--- src/rtl/ucbrs_pkg.sv ---
`timescale 1ns / 1ps
// Package for the UCB/RAVE child scorer: widths, pipeline depths, register codes
// and the request and result payload types. No dependencies.
package ucbrs_pkg;

    // Field widths
    localparam int COUNT_BITS      = 24;
    localparam int SCORE_FRAC_BITS = 16;
    localparam int SCORE_W         = 8 + SCORE_FRAC_BITS;
    localparam int RATIO_W         = SCORE_W + 1;
    localparam int CFG_W           = 16;
    localparam int BB_W            = 2 * CFG_W;

    // Blend weight beta in Q.30, at most one
    localparam int BETA_FRAC = 30;
    localparam int BETA_W    = BETA_FRAC + 1;
    localparam int X_FRAC    = 22;
    localparam int BETA_NUM  = 52;

    // Natural log: integer part of log2, fraction by repeated squaring
    localparam int LOG_FRAC  = 20;
    localparam int LOG_INT_W = 5;
    localparam int L2_W      = LOG_INT_W + LOG_FRAC;
    localparam int MANT_W    = 32;
    localparam int LN_W      = L2_W;
    localparam logic [MANT_W-1:0] LN2_Q32 = 32'd2977044472;
    localparam int V_SHIFT   = 28;
    localparam int T2_SHIFT  = 36 - SCORE_FRAC_BITS;

    // Pipelined restoring divider
    localparam int DIV_NUM_W = 56;
    localparam int DIV_DEN_W = 57;
    localparam int DIV_REM_W = DIV_DEN_W + 1;
    localparam int DIV_STEP  = 2;
    localparam int DIV_LAT   = DIV_NUM_W / DIV_STEP;

    // Pipelined square root, two result bits per stage
    localparam int SQRT_RAD_W  = DIV_NUM_W;
    localparam int SQRT_ROOT_W = SQRT_RAD_W / 2;
    localparam int SQRT_REM_W  = SQRT_ROOT_W + 3;
    localparam int SQRT_STEP   = 2;
    localparam int SQRT_LAT    = SQRT_ROOT_W / SQRT_STEP;

    // Configuration port
    localparam int ADDR_W = 3;
    localparam int DATA_W = 32;
    localparam logic REG_EXPL_BIAS = 1'b0;
    localparam logic REG_RAVE_BIAS = 1'b1;
    localparam logic [CFG_W-1:0] EXPL_BIAS_RST = 16'd4096;
    localparam logic [CFG_W-1:0] RAVE_BIAS_RST = 16'd410;

    typedef struct packed {
        logic [COUNT_BITS-1:0] child_wins;
        logic [COUNT_BITS-1:0] child_visits;
        logic [COUNT_BITS-1:0] rave_wins;
        logic [COUNT_BITS-1:0] rave_visits;
        logic [COUNT_BITS-1:0] parent_visits;
    } t_req;

    typedef struct packed {
        logic [SCORE_W-1:0] score;
        logic               count_error;
    } t_res;

endpackage

--- src/rtl/ucbrs_sqrt.sv ---
`timescale 1ns / 1ps
// Pipelined floor square root, two root bits per stage, SQRT_LAT stages.
// Depends on ucbrs_pkg for its widths.
module ucbrs_sqrt
    import ucbrs_pkg::*;
(
    input  logic                   i_clk,
    input  logic [SQRT_RAD_W-1:0]  i_rad,
    output logic [SQRT_ROOT_W-1:0] o_root
);

    logic [SQRT_REM_W-1:0]  r_rem  [SQRT_LAT];
    logic [SQRT_RAD_W-1:0]  r_rad  [SQRT_LAT];
    logic [SQRT_ROOT_W-1:0] r_root [SQRT_LAT];
    logic [SQRT_REM_W-1:0]  n_rem  [SQRT_LAT];
    logic [SQRT_RAD_W-1:0]  n_rad  [SQRT_LAT];
    logic [SQRT_ROOT_W-1:0] n_root [SQRT_LAT];

    for (genvar s = 0; s < SQRT_LAT; s++) begin : g_stage
        logic [SQRT_REM_W-1:0]  rem_in;
        logic [SQRT_RAD_W-1:0]  rad_in;
        logic [SQRT_ROOT_W-1:0] root_in;
        logic [SQRT_REM_W-1:0]  rem;
        logic [SQRT_RAD_W-1:0]  rad;
        logic [SQRT_ROOT_W-1:0] root;
        logic [SQRT_REM_W-1:0]  trial;

        if (s == 0) begin : g_first
            assign rem_in  = '0;
            assign rad_in  = i_rad;
            assign root_in = '0;
        end else begin : g_next
            assign rem_in  = r_rem[s-1];
            assign rad_in  = r_rad[s-1];
            assign root_in = r_root[s-1];
        end

        // Bring down two radicand bits, try root*4+1
        always_comb begin
            rem   = rem_in;
            rad   = rad_in;
            root  = root_in;
            trial = '0;
            for (int b = 0; b < SQRT_STEP; b++) begin
                rem   = {rem[SQRT_REM_W-3:0], rad[SQRT_RAD_W-1 -: 2]};
                rad   = {rad[SQRT_RAD_W-3:0], 2'b00};
                trial = {1'b0, root, 2'b01};
                if (rem >= trial) begin
                    rem  = rem - trial;
                    root = {root[SQRT_ROOT_W-2:0], 1'b1};
                end else begin
                    root = {root[SQRT_ROOT_W-2:0], 1'b0};
                end
            end
            n_rem[s]  = rem;
            n_rad[s]  = rad;
            n_root[s] = root;
        end

        always_ff @(posedge i_clk) begin
            r_rem[s]  <= n_rem[s];
            r_rad[s]  <= n_rad[s];
            r_root[s] <= n_root[s];
        end
    end

    assign o_root = r_root[SQRT_LAT-1];

endmodule

--- config.mk ---
export PLATFORM = sky130hd
export DESIGN_NAME = ucbrs_sqrt
export DESIGN_NICKNAME = d
export VERILOG_FILES = /design/src/rtl/ucbrs_pkg.sv /design/src/rtl/ucbrs_sqrt.sv
export SDC_FILE = /design/constraint.sdc
export NUM_CORES = 2
export LEC_CHECK = 0
export ABC_AREA = 1
export CORE_ASPECT_RATIO = 0.6
export CORE_UTILIZATION = 35
export CTS_BUF_LIST = sky130_fd_sc_hd__clkbuf_4
export DETAILED_ROUTE_END_ITERATION = 16
export DONT_BUFFER_PORTS = 1
export GPL_ROUTABILITY_DRIVEN = 0
export SLEW_MARGIN = 30
export SYNTH_ARGS = -nofsm -noshare
export SYNTH_HDL_FRONTEND = slang
export SYNTH_SLANG_ARGS = --single-unit
--- constraint.sdc ---
create_clock -name i_clk -period 11.95 [get_ports i_clk]
set_clock_uncertainty 0.2 [all_clocks]
set_input_delay 0.5975 -clock i_clk [delete_from_list [all_inputs] [get_ports i_clk]]
set_output_delay 0.5975 -clock i_clk [all_outputs]
set_load 0.05 [all_outputs]
Word-level counts from Yosys, hierarchy flattened
Memories as Yosys holds them, arrays and structs flattened.
Cells that the tools add are included.
W data, S select, Z words.
{"block": "op_classes", "addsub": 28, "n_mul": 0, "div": 0, "n_lt_le_gt_ge": 28, "eq_ne": 0, "shift": 0, "n_mux": 56, "bitwise_logic": 0, "reduce_logical": 0}
{"cell": "$ge A31 B30 Y1", "n": 26}
{"cell": "$mux W31", "n": 14}
{"cell": "$mux W29", "n": 14}
{"cell": "$sub A31 B30 Y31", "n": 13}
{"cell": "$sub A29 B29 Y29", "n": 13}
{"cell": "$ge A31 B3 Y1", "n": 1}
{"cell": "$sub A31 B3 Y31", "n": 1}
{"cell": "$mux W1", "n": 28}
{"cell": "$sub A2 B1 Y3 const B", "n": 1}
{"cell": "$ge A2 B1 Y1 const B", "n": 1}
{"block": "totals", "ff_bits": 0, "latch_bits": 0, "mem_bits_rw": 1554, "romBits": 0, "input_bits": 57, "output_inout_bits": 28, "word_cells": 115, "n_memories": 3}
{"name": "r_rad", "words": 14, "word_bits": 52, "rd": 13, "rd_clocked_by_memory_dff": 0, "write_ports": 14, "line_no": "ucbrs_sqrt.sv:13", "rtl": "logic [SQRT_RAD_W-1:0] r_rad [SQRT_LAT];"}
{"name": "r_rem", "words": 14, "word_bits": 31, "rd": 13, "rd_clocked_by_memory_dff": 0, "write_ports": 14, "line_no": "ucbrs_sqrt.sv:12", "rtl": "logic [SQRT_REM_W-1:0] r_rem [SQRT_LAT];"}
{"name": "r_root", "words": 14, "word_bits": 28, "rd": 14, "rd_clocked_by_memory_dff": 0, "write_ports": 14, "line_no": "ucbrs_sqrt.sv:14", "rtl": "logic [SQRT_ROOT_W-1:0] r_root [SQRT_LAT];"}

Logic depth before layout (Yosys ltp)
An unclocked memory read counts as a cell.
{"block": "depth", "depth_word": 5, "mapped_depth": 33}

Worst setup path after synthesis
Ideal clock, no wire load.
{"block": "synth_timing", "kind": "reg2reg", "start": "memory r_root[0][199] (netlist bit)", "end": "memory r_rem[1][17] (netlist bit)", "setup_ps": 69, "arrival_time_ps": 4080, "slack_ps": 7601, "stages_incl_launch_ff": 33, "path_cell_list": "dfxtp_1 > inv_1 > ha_1 > nand2_1 > inv_2 > a21oi_1 > nand2_1 > nand2_1 > nand2_2 > nand2_1 > nand2_2 > buf_6 > buf_6 > inv_1 > clkbuf_1 > buf_2 > nand2_1 > o21ai_0 > ha_1 > a21oi_1 > inv_1 > a21oi_1 > o21ai_0 > a221oi_1 > o21ai_1 > inv_1 > nand2_1 > nor2_2 > nand2_4 > inv_4 > buf_6 > nand2_1 > o21ai_1"}
{"item": "start, declared", "line_no": "ucbrs_sqrt.sv:14"}
{"item": "end, declared", "line_no": "ucbrs_sqrt.sv:12"}

==> results by group <==
Floorplanning
  – Die ar.: between 150000 and 200000 sq um
  – CORE AREA: between 150000 and 200000 sq um
  – # IOs: 85
  – Initial core utilization: 35.2%
  – Height of the die: 325 um
  – Die Wd: approximately 540 um
  – Row cnt: about 120

Yosys
  – Number of flops mapped to enable cells by yosys: 0
  – Top cells by area, synth: dfxtp_1 (31%), nand2_1 (17%), ha_1 (8.9%)
  – #FFs+latches synth: approximately 930
  – Post-Synthesis Cells: ~9300
  – Syn. warnings: 0
  – Netlist cell types: just under 70
  – Sequential-to-total area share from yosys stat: 30.7%
  – Synth Flop Type: dfxtp_1
  – Syn avg cell area: 6.55 sq um
  – Top-area cell type share of the netlist area: between 30% and 40%
  – Synth async-reset ratio: 0%
  – Cell taking the most area after synthesis: dfxtp_1
  – Syn Std Cell Area: a little over 60000 sq um

CTS
  – H-tree Lvls: 4
  – CTS Buf Count: 232
  – Clock buffer depth: 4
  – TritonCTS clock tree: done
  – Sink Count: about 930
  – Setup repair bufs after CTS: 0
  – Clock-pin slew on the worst setup and hold paths: roughly 80 ps
  – Clk_lat worst skew: about 1200 ps
  – CTS Root Cell: clkbuf_4

Place
  – Cells after DPL: 11500
  – Hpwl dp: approximately 170000 um
  – Port bufs: 0

Global routing
  – Total gr overflow: 0
  – Global-route usage over all layers: ~23%
  – First-pass GRT wire length: ~310000 um
  – Vias in the first global route: between 50000 and 60000
  – Initial antenna violation count: 12
  – Largest net degree at the start of global routing: 44

STA
  – Final Cycle Share: between 50% and 60%
  – Worst relative slew slack: 32.9%
  – Least-Margin Pin Slew: 996 ps
  – RSZ-0062 raised after global routing: no
  – Slew Viols, Final: 0
  – Fmax: roughly 0.16 GHz
  – Hold Vio Cnt, Final: 0
  – Final TNS setup: 0 ps
  – Fin crit period: ~6300 ps
  – Final setup violation count: 0

Routing
  – DR vias: 61900
  – DRC errors left: 0
  – Via density: just over 5
  – Initial DRC count: 8078
  – ANT nets after route: 0
  – Final wirelength: about 200000 um
  – TritonRoute pass-1 iters: 6
  – DR WL/cell: ~17 um

Layout
  – Nets: about 10000
  – Area of the multi-input gates: about 36000 sq um
  – Commonest non-fill, non-tap cell in the layout: nand2_1
  – Layout cells sized above 1: under 10%
  – Area Growth Syn to Fin: 10.5%
  – FILL cells: ~18000
  – Commonest non-fill, non-tap cells in the layout: nand2_1 (2755), inv_1 (1287), nor2_1 (956)
  – Final cell count without fillers: 12000
  – Register area: roughly 19000 sq um

Power
  – Max VDD drop: 103 uV
  – Pwr Density: about 180 nW/um^2
  – Leakage power: 34.4 nW
  – Tot Pwr: 12.2 mW

Run
  – Total of max-cap violations: 0

Critical path
  – Nature of the critical path endpoint: flip-flop
  – Worst Path Arrival: 7120 ps
  – Worst setup SP type: flip-flop
  – Worst-path maximum fanout: 36
  – CP Data Required Time: 12720 ps
  – Crit Path Category: flip-flop to flip-flop

Hold path
  – Worst hold path class: flip-flop to flip-flop

Run status
  – Status: completed
## worst max-delay path, stage by stage (launching register included)
cell and delay, ps:
dfxtp_1 480, inv_1 120, ha_1 350, nand2_1 210, inv_1 60, a21oi_1 290, nand2_1 160, inv_1 70
nand2_1 120, nand2_1 330, nand2_4 320, inv_4 360, o21ai_0 180, ha_1 380, a21oi_1 210, inv_1 60
a31oi_1 220, o21ai_0 170, a211oi_1 230, nand2_1 160, nand2_1 90, nand2_1 120, nand2_1 120, nand2_1 90
nor2_4 640, o21ai_0 320
## cells in the mapped netlist, drive strengths merged, types with 2 or more instances
library cell	n
nand2	2827
inv	1336
nor2	1020
dfxtp	933
nand3	617
a21oi	551
o21ai	522
ha	432
xnor2	184
xor2	163
nand4	162
nor3	106
buf	74
a31oi	43
nand3b	41
o21a	41
or2	31
clkbuf	30
o21bai	30
nor4	22
a21o	19
and2	12
a21boi	11
a211oi	10
and3	9
nor3b	7
clkinv	6
o211ai	6
o221a	5
a31o	4
o31ai	4
o2111ai	3
o31a	3
a221oi	2
## stage by stage
stage / area [sq um] / util, % / hold slack, ps / worst slack [ps]
6_report: 67200 / 39.0 / 51.0 / 5600
5_1_grt: 67200 / 39.0 / 63.7 / 5230
3_5_place_dp: 62900 / 36.5 / 112 / 5930
3_3_place_gp: 62900 / 36.5 / 110 / 5760
4_1_cts: 67100 / 38.9 / 56.2 / 5890
2_1_floorplan: 60800 / - / 110 / 7600
## repair_timing
item | CTS | global route
hold buffers | 113 | 0
gates resized for setup | 0 | 0
endpoints found under the hold margin | 65 | 0
## metal layers
metal  share of wire, %  routed length, um  up-vias  track usage [%]
met3                 13              27600      267             6.49
met2                 35              71400     3294             28.2
li1                   -                  -    30300                -
met5              0.029                 60        -                0
met1                 50             103000    28000             36.8
met4                1.5               3030        8             3.96
## path summary, 6_finish.rpt
check | startpoint | to | slack, ps | cells after the start
worst max-delay path | r_root[1][68] | r_rem[1][94] | 5600 | 25
worst max register to register | r_root[1][68] | r_rem[1][94] | 5600 | 25
worst min-delay path | r_rad[1][46] | r_rad[1][102] | 50 | 0
worst min register to register | r_rad[1][46] | r_rad[1][102] | 50 | 0
## flip-flops by register name (all words and copies together) (netlist names)
signal,cells
r_root,210
r_rad,364
r_rem,359
## layout make-up
class / instances / share of cell area [%]
Sequential cell: 933 / 27.8
Multi-Input combinational cell: 6900 / 54.1
Clock buffer: 313 / 3.50
Inverter: 1342 / 7.51
Tap cell: 2280 / 4.25
Timing Repair Buffer: 120 / 1.79
Clock inverter: 102 / 1.07
Antenna cell: 6 / 0.0223
## cells by family after synthesis
family	after synthesis	synth area share [%]
adders and majority gates	432	8.89
DFF	933	30.7
AOI/OAI and AO/OA	1260	11.7
xor gates and xnor gates	347	5.00
and+or+nand+nor	4857	34.2
buffers and inverters	1446	9.54
other	1	0.00617
## report_power, final
part	internal, mW	switching [mW]
sequential	3.63	0.539
combinational	1.60	3.55
clock	1.46	1.39
total	6.69	5.47
No activity file was read; power rests on OpenSTA's default activity.
